===== src/sv/vtff_pkg.sv =====
// Package for the vision target freshness filter.
// Holds the sequencer state type, the register index codes and the fixed-point widths.
// No dependencies.
package vtff_pkg;

  localparam int ALPHA_FRAC_BITS = 16;

  localparam int TIMEOUT_W = 16;
  localparam int TAU_W     = 24;
  localparam int DT_W      = 20;
  localparam int CFG_W     = 24;
  localparam int ANGLE_W   = 32;
  localparam int TICK_W    = 32;

  localparam int DIV_W   = TAU_W + 1;
  localparam int CNT_W   = $clog2(ALPHA_FRAC_BITS + 1);
  localparam int DIFF_W  = ANGLE_W + 1;
  localparam int PROD_W  = DIFF_W + ALPHA_FRAC_BITS + 1;
  localparam int STEP_W  = PROD_W - ALPHA_FRAC_BITS;
  localparam int SUM_W   = STEP_W + 1;

  localparam logic [TIMEOUT_W-1:0] TIMEOUT_RST = TIMEOUT_W'(200);
  localparam logic [TAU_W-1:0]     TAU_RST     = '0;
  localparam logic [DT_W-1:0]      DT_RST      = DT_W'(1000);

  typedef enum logic [1:0] {
    CFG_TIMEOUT = 2'd0,
    CFG_TAU     = 2'd1,
    CFG_DT      = 2'd2
  } cfg_idx_t;

  typedef enum logic [2:0] {
    ST_IDLE,
    ST_LATCH,
    ST_CHECK,
    ST_DIV,
    ST_MUL,
    ST_ACC,
    ST_FINISH
  } state_t;

endpackage


===== src/sv/vision_target_freshness_filter.sv =====
// Vision target freshness filter: latches new targets, checks their age and smooths
// both angles with a first-order low pass computed on one shared divide/multiply datapath.
// Depends on vtff_pkg.
//
//  channel | signals                                            | handshake
//  --------+----------------------------------------------------+--------------------
//  in      | in_tick_count in_frame_seq in_frame_ok in_pitch_in   | in_valid/in_ready
//          | in_yaw_in in_link_online                           |
//  out     | out_available out_filtered_pitch out_filtered_yaw  | out_valid/out_ready
//  cfg     | cfg_index cfg_data                                 | cfg_valid/cfg_ready
//
// When a filtering step runs, the restoring divider for alpha produces one quotient
// bit per cycle, then one multiplier serves pitch and yaw in turn.
// Reset clears all filter state; configuration returns to timeout 200, tau 0, dt 1000.
// The result sits in an output register, so the next input beat is taken while it waits;
// the sequencer stalls only at its end if the previous result is still not taken.
module vision_target_freshness_filter
  import vtff_pkg::*;
(
  input  logic                      clk,
  input  logic                      rst_n,
  input  logic                      in_valid,
  output logic                      in_ready,
  input  logic [TICK_W-1:0]         in_tick_count,
  input  logic [TICK_W-1:0]         in_frame_seq,
  input  logic                      in_frame_ok,
  input  logic signed [ANGLE_W-1:0] in_pitch_in,
  input  logic signed [ANGLE_W-1:0] in_yaw_in,
  input  logic                      in_link_online,
  output logic                      out_valid,
  input  logic                      out_ready,
  output logic                      out_available,
  output logic signed [ANGLE_W-1:0] out_filtered_pitch,
  output logic signed [ANGLE_W-1:0] out_filtered_yaw,
  input  logic                      cfg_valid,
  output logic                      cfg_ready,
  input  logic [1:0]                cfg_index,
  input  logic [CFG_W-1:0]          cfg_data
);

  state_t state_r, state_nxt;

  logic [TIMEOUT_W-1:0] timeout_r;
  logic [TAU_W-1:0]     tau_r;
  logic [DT_W-1:0]      dt_r;

  logic [TICK_W-1:0]         now_r, now_nxt;
  logic [TICK_W-1:0]         seq_r, seq_nxt;
  logic                      tv_r, tv_nxt;
  logic signed [ANGLE_W-1:0] pin_r, pin_nxt;
  logic signed [ANGLE_W-1:0] yin_r, yin_nxt;
  logic                      online_r, online_nxt;

  logic [TICK_W-1:0]         last_seq_r, last_seq_nxt;
  logic [TICK_W-1:0]         last_tick_r, last_tick_nxt;
  logic signed [ANGLE_W-1:0] held_pitch_r, held_pitch_nxt;
  logic signed [ANGLE_W-1:0] held_yaw_r, held_yaw_nxt;
  logic signed [ANGLE_W-1:0] smooth_pitch_r, smooth_pitch_nxt;
  logic signed [ANGLE_W-1:0] smooth_yaw_r, smooth_yaw_nxt;
  logic                      has_target_r, has_target_nxt;
  logic                      tracking_r, tracking_nxt;
  logic                      avail_r, avail_nxt;

  logic [DIV_W-1:0]           div_r, div_nxt;
  logic [DIV_W-1:0]           rem_r, rem_nxt;
  logic [ALPHA_FRAC_BITS-1:0] alpha_r, alpha_nxt;
  logic [CNT_W-1:0]           cnt_r, cnt_nxt;
  logic                       axis_r, axis_nxt;
  logic signed [PROD_W-1:0]   prod_r, prod_nxt;

  logic                      ov_r, ov_nxt;
  logic                      oa_r, oa_nxt;
  logic signed [ANGLE_W-1:0] op_r, op_nxt;
  logic signed [ANGLE_W-1:0] oy_r, oy_nxt;

  logic [TICK_W-1:0]         age;
  logic                      avail_now;
  logic [DIV_W:0]            rem_sh;
  logic [DIV_W:0]            rem_sub;
  logic signed [ANGLE_W-1:0] held_sel;
  logic signed [ANGLE_W-1:0] smooth_sel;
  logic signed [DIFF_W-1:0]  diff;
  logic signed [PROD_W-1:0]  prod_rnd;
  logic signed [STEP_W-1:0]  step;
  logic signed [SUM_W-1:0]   sum;
  logic signed [ANGLE_W-1:0] sat;

  localparam logic signed [PROD_W-1:0] HALF = PROD_W'(1) <<< (ALPHA_FRAC_BITS - 1);
  localparam logic signed [SUM_W-1:0]  SMAX = SUM_W'({1'b0, {(ANGLE_W-1){1'b1}}});
  localparam logic signed [SUM_W-1:0]  SMIN = -SMAX - SUM_W'(1);

  assign in_ready  = (state_r == ST_IDLE);
  assign cfg_ready = 1'b1;
  assign out_valid = ov_r;
  assign out_available      = oa_r;
  assign out_filtered_pitch = op_r;
  assign out_filtered_yaw   = oy_r;

  assign age       = now_r - last_tick_r;
  assign avail_now = has_target_r && online_r && (age <= TICK_W'(timeout_r));

  assign rem_sh  = {rem_r, 1'b0};
  assign rem_sub = rem_sh - {1'b0, div_r};

  assign held_sel   = axis_r ? held_yaw_r : held_pitch_r;
  assign smooth_sel = axis_r ? smooth_yaw_r : smooth_pitch_r;
  assign diff       = DIFF_W'(held_sel) - DIFF_W'(smooth_sel);
  assign prod_rnd   = prod_r + HALF;
  assign step       = STEP_W'(prod_rnd >>> ALPHA_FRAC_BITS);
  assign sum        = SUM_W'(smooth_sel) + SUM_W'(step);

  always_comb begin
    if (sum > SMAX) begin
      sat = {1'b0, {(ANGLE_W-1){1'b1}}};
    end else if (sum < SMIN) begin
      sat = {1'b1, {(ANGLE_W-1){1'b0}}};
    end else begin
      sat = sum[ANGLE_W-1:0];
    end
  end

  always_ff @(posedge clk) begin
    if (!rst_n) begin
      timeout_r <= TIMEOUT_RST;
      tau_r     <= TAU_RST;
      dt_r      <= DT_RST;
    end else if (cfg_valid && cfg_ready) begin
      unique case (cfg_index)
        CFG_TIMEOUT: timeout_r <= cfg_data[TIMEOUT_W-1:0];
        CFG_TAU:     tau_r     <= cfg_data[TAU_W-1:0];
        CFG_DT:      dt_r      <= cfg_data[DT_W-1:0];
        default: ;
      endcase
    end
  end

  always_comb begin
    state_nxt        = state_r;
    now_nxt          = now_r;
    seq_nxt          = seq_r;
    tv_nxt           = tv_r;
    pin_nxt          = pin_r;
    yin_nxt          = yin_r;
    online_nxt       = online_r;
    last_seq_nxt     = last_seq_r;
    last_tick_nxt    = last_tick_r;
    held_pitch_nxt   = held_pitch_r;
    held_yaw_nxt     = held_yaw_r;
    smooth_pitch_nxt = smooth_pitch_r;
    smooth_yaw_nxt   = smooth_yaw_r;
    has_target_nxt   = has_target_r;
    tracking_nxt     = tracking_r;
    avail_nxt        = avail_r;
    div_nxt          = div_r;
    rem_nxt          = rem_r;
    alpha_nxt        = alpha_r;
    cnt_nxt          = cnt_r;
    axis_nxt         = axis_r;
    prod_nxt         = prod_r;
    ov_nxt           = ov_r;
    oa_nxt           = oa_r;
    op_nxt           = op_r;
    oy_nxt           = oy_r;

    if (ov_r && out_ready) begin
      ov_nxt = 1'b0;
    end

    unique case (state_r)
      ST_IDLE: begin
        if (in_valid) begin
          now_nxt    = in_tick_count;
          seq_nxt    = in_frame_seq;
          tv_nxt     = in_frame_ok;
          pin_nxt    = in_pitch_in;
          yin_nxt    = in_yaw_in;
          online_nxt = in_link_online;
          state_nxt  = ST_LATCH;
        end
      end
      ST_LATCH: begin
        if (seq_r != last_seq_r) begin
          last_seq_nxt = seq_r;
          if (tv_r) begin
            held_pitch_nxt = pin_r;
            held_yaw_nxt   = yin_r;
            last_tick_nxt  = now_r;
            has_target_nxt = 1'b1;
          end
        end
        state_nxt = ST_CHECK;
      end
      ST_CHECK: begin
        avail_nxt = avail_now;
        state_nxt = ST_FINISH;
        if (!avail_now) begin
          tracking_nxt = 1'b0;
        end else if (!tracking_r || tau_r == '0) begin
          smooth_pitch_nxt = held_pitch_r;
          smooth_yaw_nxt   = held_yaw_r;
          tracking_nxt     = 1'b1;
        end else begin
          div_nxt   = DIV_W'(tau_r) + DIV_W'(dt_r);
          rem_nxt   = DIV_W'(dt_r);
          alpha_nxt = '0;
          cnt_nxt   = '0;
          state_nxt = ST_DIV;
        end
      end
      ST_DIV: begin
        if (!rem_sub[DIV_W]) begin
          rem_nxt   = rem_sub[DIV_W-1:0];
          alpha_nxt = {alpha_r[ALPHA_FRAC_BITS-2:0], 1'b1};
        end else begin
          rem_nxt   = rem_sh[DIV_W-1:0];
          alpha_nxt = {alpha_r[ALPHA_FRAC_BITS-2:0], 1'b0};
        end
        cnt_nxt = cnt_r + CNT_W'(1);
        if (cnt_r == CNT_W'(ALPHA_FRAC_BITS - 1)) begin
          axis_nxt  = 1'b0;
          state_nxt = ST_MUL;
        end
      end
      ST_MUL: begin
        prod_nxt  = PROD_W'($signed({1'b0, alpha_r}) * diff);
        state_nxt = ST_ACC;
      end
      ST_ACC: begin
        if (axis_r) begin
          smooth_yaw_nxt = sat;
          state_nxt      = ST_FINISH;
        end else begin
          smooth_pitch_nxt = sat;
          axis_nxt         = 1'b1;
          state_nxt        = ST_MUL;
        end
      end
      ST_FINISH: begin
        if (!ov_r || out_ready) begin
          ov_nxt    = 1'b1;
          oa_nxt    = avail_r;
          op_nxt    = smooth_pitch_r;
          oy_nxt    = smooth_yaw_r;
          state_nxt = ST_IDLE;
        end
      end
      default: state_nxt = ST_IDLE;
    endcase
  end

  always_ff @(posedge clk) begin
    if (!rst_n) begin
      state_r        <= ST_IDLE;
      last_seq_r     <= '0;
      last_tick_r    <= '0;
      held_pitch_r   <= '0;
      held_yaw_r     <= '0;
      smooth_pitch_r <= '0;
      smooth_yaw_r   <= '0;
      has_target_r   <= 1'b0;
      tracking_r     <= 1'b0;
      ov_r           <= 1'b0;
    end else begin
      state_r        <= state_nxt;
      last_seq_r     <= last_seq_nxt;
      last_tick_r    <= last_tick_nxt;
      held_pitch_r   <= held_pitch_nxt;
      held_yaw_r     <= held_yaw_nxt;
      smooth_pitch_r <= smooth_pitch_nxt;
      smooth_yaw_r   <= smooth_yaw_nxt;
      has_target_r   <= has_target_nxt;
      tracking_r     <= tracking_nxt;
      ov_r           <= ov_nxt;
    end
  end

  always_ff @(posedge clk) begin
    now_r    <= now_nxt;
    seq_r    <= seq_nxt;
    tv_r     <= tv_nxt;
    pin_r    <= pin_nxt;
    yin_r    <= yin_nxt;
    online_r <= online_nxt;
    avail_r  <= avail_nxt;
    div_r    <= div_nxt;
    rem_r    <= rem_nxt;
    alpha_r  <= alpha_nxt;
    cnt_r    <= cnt_nxt;
    axis_r   <= axis_nxt;
    prod_r   <= prod_nxt;
    oa_r     <= oa_nxt;
    op_r     <= op_nxt;
    oy_r     <= oy_nxt;
  end

endmodule


===== config.mk =====
export PLATFORM = sky130hd
export DESIGN_NAME = vision_target_freshness_filter
export DESIGN_NICKNAME = d
export VERILOG_FILES = /design/src/sv/vtff_pkg.sv /design/src/sv/vision_target_freshness_filter.sv
export SDC_FILE = /design/constraint.sdc
export NUM_CORES = 2
export LEC_CHECK = 0
export BUFFER_PORTS_ARGS = -buffer_cell sky130_fd_sc_hd__buf_2
export CAP_MARGIN = 40
export CORE_ASPECT_RATIO = 0.8
export CORE_UTILIZATION = 40
export CTS_BUF_LIST = sky130_fd_sc_hd__clkbuf_16
export DETAILED_ROUTE_END_ITERATION = 6
export PLACE_DENSITY = 0.64
export SKIP_CTS_REPAIR_TIMING = 1
export SLEW_MARGIN = 10
export SYNTH_ARGS = -nofsm -noshare
export SYNTH_HDL_FRONTEND = slang
export SYNTH_SLANG_ARGS = --single-unit
export TNS_END_PERCENT = 10

===== constraint.sdc =====
create_clock -name clk -period 29.4 [get_ports clk]
set_input_delay 4.41 -clock clk [delete_from_list [all_inputs] [get_ports clk]]
set_output_delay 4.41 -clock clk [all_outputs]
set_load 0.05 [all_outputs]

Yosys cells after proc, flatten, opt, wreduce, memory -nomap -nowiden
Index checks and enable logic that the tools add are counted.
{"block": "classes", "bitwise_logic": 1, "muxes": 37, "n_mul": 1, "addsub": 7, "n_eq_ne": 19, "order_cmp": 3, "n_reduce_logical": 27}
{"cell": "32-bit 2-to-1 mux", "n": 10}
{"cell": "32-bit one-hot mux with 2 select lines", "n": 2}
{"cell": "25-bit 2-to-1 mux", "n": 3}
{"cell": "50-bit by 17-bit adder with 50-bit output (second input constant)", "n": 1}
{"cell": "17-bit by 33-bit multiplier with 50-bit output", "n": 1}
{"cell": "25-bit one-hot mux with 2 select lines", "n": 1}
{"cell": "32-bit by 34-bit adder with 35-bit output", "n": 1}
{"cell": "35-bit by 32-bit > comparator with 1-bit output (second input constant)", "n": 1}
{"cell": "35-bit by 32-bit less-than comparator with 1-bit output (second input constant)", "n": 1}
{"cell": "32-bit by 32-bit subtractor with 33-bit output", "n": 1}
{"cell": "32-bit by 16-bit <= comparator with 1-bit output", "n": 1}
{"cell": "16-bit 2-to-1 mux", "n": 2}
{"cell": "32-bit != test", "n": 1}
{"cell": "16-bit one-hot mux with 2 select lines", "n": 1}
{"cell": "32-bit subtractor", "n": 1}
{"cell": "26-bit by 25-bit subtractor with 26-bit output", "n": 1}
{"cell": "24-bit by 20-bit adder with 25-bit output", "n": 1}
{"cell": "24-bit zero test", "n": 1}
{"cell": "3-bit one-hot mux with 7 select lines", "n": 1}
{"cell": "2-bit != test (second input constant)", "n": 8}
{"cell": "2-bit AND reduction", "n": 8}
{"cell": "3-bit 2-to-1 mux", "n": 5}
{"cell": "3-bit AND reduction", "n": 4}
{"cell": "5-bit 2-to-1 mux", "n": 2}
{"cell": "20 further kinds", "n": 36}
{"block": "word_totals", "wordCells": 124, "in_bits": 161, "ff_bits": 576, "output_inout_bits": 68}

Longest topological paths before layout
{"block": "depth", "ltp_word": 7, "ltp_mapped": 42, "mapped_depth_nobuf": 40}

Worst setup path before layout
Ideal clock, no wire load.
{"block": "synth_timing", "kind": "reg2reg", "from": "reg axis_r", "to": "reg prod_r[49], data pin", "path_buffers": 3, "required_time_ps": 29134, "setup_ps": 266, "setup_slack_ps": 19063, "stages_incl_launch_ff": 40, "synth_period_minus_slack_ps": 10337, "t_arrival_ps": 10071, "path_cell_list": "edfxtp_1 -> clkbuf_1 -> buf_1 -> mux2_2 -> ha_1 -> fa_1 -> nand2b_1 -> a21boi_0 -> o21ai_1 -> a21oi_1 -> o31a_1 -> a31oi_1 -> o41ai_1 -> a41oi_1 -> o21ai_1 -> a211oi_1 -> mux2_2 -> clkbuf_1 -> (+4 left out) -> inv_1 -> fa_1 -> fa_1 -> fa_1 -> inv_1 -> fa_1 -> inv_1 -> ha_1 -> a21o_1 -> a21o_1 -> a21oi_1 -> o21ai_0 -> a21o_1 -> a21o_1 -> a21o_1 -> a21o_1 -> o21ai_0 -> a31oi_1"}
{"block": "synth_between", "elab_chain_len": 3, "word_cells_on_any_way": 4, "classes_between": "1 x add/sub; 1 x mul; 2 x mux"}
{"item": "start: declaration", "line": "vision_target_freshness_filter.sv:68", "rtl": "logic axis_r, axis_nxt;"}
{"item": "start signal: assignment", "line": "vision_target_freshness_filter.sv:289", "rtl": "axis_r <= axis_nxt;"}
{"item": "32-bit 2-to-1 mux, on equally long branches", "line": "vision_target_freshness_filter.sv:105, vision_target_freshness_filter.sv:106"}
{"item": "32-bit by 32-bit subtractor with 33-bit output *", "line": "vision_target_freshness_filter.sv:107", "rtl": "assign diff = DIFF_W'(held_sel) - DIFF_W'(smooth_sel);"}
{"item": "17-bit by 33-bit multiplier with 50-bit output *", "line": "vision_target_freshness_filter.sv:225", "rtl": "prod_nxt = PROD_W'($signed({1'b0, alpha_r}) * diff);"}
{"item": "end signal: assignment", "line": "vision_target_freshness_filter.sv:290", "rtl": "prod_r <= prod_nxt;"}
{"item": "end: declaration", "line": "vision_target_freshness_filter.sv:69", "rtl": "logic signed [PROD_W-1:0] prod_r, prod_nxt;"}
Mark *: on every way between the ends. The rest lies on a longest branch, timed or not.
A chain may end at the register's enable or synchronous reset.

Worst setup path after layout
Ends and elaborated chain as after synthesis.

==> impl_results.html <==
<table>
<tr><th>Metric</th><th>Value</th></tr>
<tr><th colspan="2">Outcome</th></tr>
<tr><td>Outcome</td><td>complete, but fails checks</td></tr>
<tr><td>Violations in the final reports</td><td>DRC</td></tr>
<tr><th colspan="2">Clock tree</th></tr>
<tr><td>Clock latency on the worst-skew pair</td><td>approximately 610 ps</td></tr>
<tr><td>Buffer cell driving the clock tree root</td><td>clkbuf_16</td></tr>
<tr><td>Clock input transition at the sequential cells of the worst setup and hold paths</td><td>~80 ps</td></tr>
<tr><td>Number of clock buffers inserted by TritonCTS</td><td>52</td></tr>
<tr><td>CTS tree</td><td>done</td></tr>
<tr><td>Number of buffers on the longest clock path</td><td>3</td></tr>
<tr><td>CTS Sinks</td><td>~560</td></tr>
<tr><td>H-tree Lvls</td><td>2</td></tr>
<tr><th colspan="2">Global route</th></tr>
<tr><td>Maximum number of pins on one net before global-route repair</td><td>87</td></tr>
<tr><td>Met2 routing resource usage after global routing</td><td>0.319</td></tr>
<tr><td>Busiest layer in global routing</td><td>met2</td></tr>
<tr><td>Routing usage on met3</td><td>0.0501</td></tr>
<tr><td>Number of global-route vias before repair</td><td>34,285</td></tr>
<tr><td>Antenna violations before repair</td><td>5</td></tr>
<tr><td>All-layer global routing usage</td><td>0.214</td></tr>
<tr><td>GRT met1 Usage</td><td>0.316</td></tr>
<tr><td>Global route overflow</td><td>0</td></tr>
<tr><td>First-pass GRT wire length</td><td>between 150,000 and 200,000 um</td></tr>
<tr><th colspan="2">Timing</th></tr>
<tr><td>Peak clock frequency supported by timing</td><td>88.9 MHz</td></tr>
<tr><td>Max-Slew Margin vs Limit</td><td>0.388</td></tr>
<tr><td>Fin Clk Skew</td><td>19.5 ps</td></tr>
<tr><td>Worst Slack Setup Final</td><td>between 15,000 and 20,000 ps</td></tr>
<tr><td>Transition time at the pin with the least slew margin</td><td>917 ps</td></tr>
<tr><td>Setup TNS</td><td>0 ps</td></tr>
<tr><td>Final setup violation count</td><td>0</td></tr>
<tr><td>Final cycle utilization of the critical path</td><td>0.383</td></tr>
<tr><td>RSZ-0062 raised after global routing</td><td>false</td></tr>
<tr><td>Final hold violation count</td><td>0</td></tr>
<tr><td>Pins Over Slew Limit</td><td>0</td></tr>
<tr><td>Minimum clock period</td><td>~11,000 ps</td></tr>
<tr><th colspan="2">Die</th></tr>
<tr><td>Chip Height</td><td>just over 300 um</td></tr>
<tr><td>Die Wd</td><td>roughly 380 um</td></tr>
<tr><td>Cell Rows</td><td>roughly 110</td></tr>
<tr><td>Area of the core region</td><td>0.115 mm2</td></tr>
<tr><td>Initial core utilization</td><td>0.404</td></tr>
<tr><td>Area of the die</td><td>0.117 mm2</td></tr>
<tr><td>Number of I/O pins</td><td>229</td></tr>
<tr><th colspan="2">Critical path</th></tr>
<tr><td>Count of cells along the worst register-to-register path</td><td>36</td></tr>
<tr><td>Setup slack, reg-to-reg</td><td>18,150 ps</td></tr>
<tr><td>Max Fanout on Critical Path</td><td>between 50 and 60</td></tr>
<tr><td>Type of element launching the critical path</td><td>flop</td></tr>
<tr><td>Type of the setup path with the least slack</td><td>flop to flop</td></tr>
<tr><td>Required time at the worst-slack endpoint</td><td>between 20,000 and 30,000 ps</td></tr>
<tr><td>CP max stage cell</td><td>fa_1</td></tr>
<tr><td>Worst Setup End Kind</td><td>flop</td></tr>
<tr><td>WP data arrival</td><td>11,700 ps</td></tr>
<tr><td>Longest individual stage delay on the worst path</td><td>780 ps</td></tr>
<tr><th colspan="2">Yosys</th></tr>
<tr><td>Dominant cells by area after synthesis</td><td>fa_1 22%, edfxtp_1 20%, dfxtp_1 11%</td></tr>
<tr><td>Net Count, Synth</td><td>5,852</td></tr>
<tr><td>Cell Area, Synth</td><td>0.0464 mm2</td></tr>
<tr><td>Synthesis Warnings</td><td>0</td></tr>
<tr><td>Number of library cell types mapped by synthesis</td><td>between 70 and 80</td></tr>
<tr><td>Flop and latch count out of synthesis</td><td>561</td></tr>
<tr><td>Post-synthesis sequential area ratio</td><td>0.307</td></tr>
<tr><td>Share of async-settable or async-resettable flops after synthesis</td><td>0</td></tr>
<tr><td>Cell type with the largest total area after synthesis</td><td>fa_1</td></tr>
<tr><td>Syn avg cell area</td><td>around 9.5 um2</td></tr>
<tr><td>Count leader, synth</td><td>nand2_1</td></tr>
<tr><td>Fraction of post-synthesis cell area in the top cell type by area</td><td>0.218</td></tr>
<tr><td>Instance count of the mapped netlist</td><td>between 4,000 and 5,000</td></tr>
<tr><td>Number of enable-type register cells in the synthesized netlist</td><td>between 300 and 400</td></tr>
<tr><td>Top FF cell, synth</td><td>edfxtp_1</td></tr>
<tr><td>Top cell types by occurrence after synthesis</td><td>906 x nand2_1, 723 x inv_1, 506 x fa_1, 303 x edfxtp_1, 277 x ha_1</td></tr>
<tr><th colspan="2">Layout</th></tr>
<tr><td>Non-filler instance count after layout</td><td>6,626</td></tr>
<tr><td>Final cell utilization of the core</td><td>0.447</td></tr>
<tr><td>Number of flip-flops under the largest register name</td><td>35</td></tr>
<tr><td>Register bank with the most flops</td><td>prod_r</td></tr>
<tr><td>Fraction of layout instances using a drive strength above 1</td><td>0.0902</td></tr>
<tr><td>NumNets Final</td><td>between 5,000 and 6,000</td></tr>
<tr><td>Fillcell total</td><td>about 11,000</td></tr>
<tr><td>Synthesis-to-layout area growth</td><td>10.6%</td></tr>
<tr><th colspan="2">Drt</th></tr>
<tr><td>Iteration-0 DRC count of the detailed router</td><td>~2,500</td></tr>
<tr><td>Total wire length after detailed routing</td><td>around 120,000 um</td></tr>
<tr><td>Residual DRC count</td><td>11</td></tr>
<tr><td>Post-DR wirelength/cell</td><td>around 19 um</td></tr>
<tr><td>ANT nets after route</td><td>0</td></tr>
<tr><td>Total vias in the final route</td><td>34,470</td></tr>
<tr><td>Via-to-Cell Ratio</td><td>5.20</td></tr>
<tr><td>Detailed-router iteration count before antenna repair</td><td>7</td></tr>
<tr><th colspan="2">Place</th></tr>
<tr><td>Setup Slack @ Placement</td><td>~18,000 ps</td></tr>
<tr><td>Total of buffers placed on input and output ports</td><td>about 230</td></tr>
<tr><td>DP Wirelength</td><td>roughly 95,000 um</td></tr>
<tr><td>Placed instance count</td><td>approximately 6,500</td></tr>
<tr><td>Gp weighted congestion</td><td>0.913</td></tr>
<tr><th colspan="2">Min path</th></tr>
<tr><td>Worst Hold Depth</td><td>2</td></tr>
<tr><td>Worst hold path class</td><td>flop to flop</td></tr>
<tr><th colspan="2">Run</th></tr>
<tr><td>Number of max-cap violations</td><td>0</td></tr>
</table>
## kinds of logic after synthesis
family          after synthesis  share of synthesized area
mux                          92                     0.0207
buf+inv                     940                     0.0776
flops                       561                      0.307
xor+xnor                    226                     0.0426
fa+ha+maj                   783                      0.293
other cells                   1                  0.0000808
compound gates              804                      0.113
simple gates               1501                      0.146
## layout make-up
type                       instances  area (um2)  share of cell area
multi-input combinational       3407       28700               0.559
clock buffer                      57        1430              0.0278
sequential                       561       14300               0.278
clock inverter                    41         387             0.00753
timing repair buffer             309        1920              0.0375
inverter                         724        2720              0.0530
antenna                            2        5.00           0.0000975
tap                             1525        1910              0.0372
## worst max-delay path, delay by kind of cell (launching register included)
kind                     cells  cell delay (ps)
buffers and inverters        7             1250
AO/OA/AOI/OAI               18             3980
flip-flops                   1              680
multiplexers                 2              850
AND/OR/NAND/NOR              1              150
adder cells (fa/ha/maj)      8             4110
## final timing paths
kind                                        end            start
worst max register to register       prod_r[49]           axis_r
worst max-delay path                 prod_r[49]           axis_r
worst min register to register  last_tick_r[17]  last_tick_r[17]
worst min-delay path            last_tick_r[17]  last_tick_r[17]
## placed cells by master, fill, tap and decap left out, types with 28 or more instances in the layout
| master | netlist | layout |
|---|---|---|
| nand3_1 | 55 | 54 |
| a21boi_0 | 189 | 189 |
| nand2_1 | 906 | 905 |
| edfxtp_1 | 303 | 303 |
| and3_1 | 43 | 43 |
| dfxtp_1 | 258 | 258 |
| xor2_1 | 87 | 83 |
| xnor2_1 | 139 | 133 |
| a21o_1 | 82 | 82 |
| a31oi_1 | 79 | 79 |
| buf_2 | 6 | 227 |
| a21oi_1 | 156 | 156 |
| mux2i_1 | 60 | 60 |
| mux2_2 | 32 | 32 |
| and2_1 | 194 | 191 |
| nor3_1 | 29 | 29 |
| clkbuf_16 | 0 | 57 |
| nor2b_1 | 38 | 37 |
| nor2_1 | 125 | 124 |
| ha_1 | 277 | 277 |
| o21ai_1 | 50 | 50 |
| fa_1 | 506 | 506 |
| inv_1 | 723 | 732 |
| nand2b_1 | 28 | 28 |
| o21ai_0 | 113 | 113 |
| buf_4 | 8 | 67 |
## per-stage QoR
step	instance area (um2)	hold slack (ps)
finish	51300	466
global placement	49200	449
CTS	51300	467
floorplan	46400	400
detailed placement	49500	454
global route	51300	483
## per-layer routing
layer | vias to the layer above | routed length, um | part of all wire
li1 | 16165 | - | -
met1 | 17014 | 58000 | 0.46
met2 | 1146 | 53100 | 0.43
met3 | 145 | 11300 | 0.091
met4 | 0 | 2450 | 0.020
met5 | - | 0 | 0
Power is left out: the tool's default activity adds up to more than one toggle a clock period on the data nets, which glitch-free logic cannot reach.
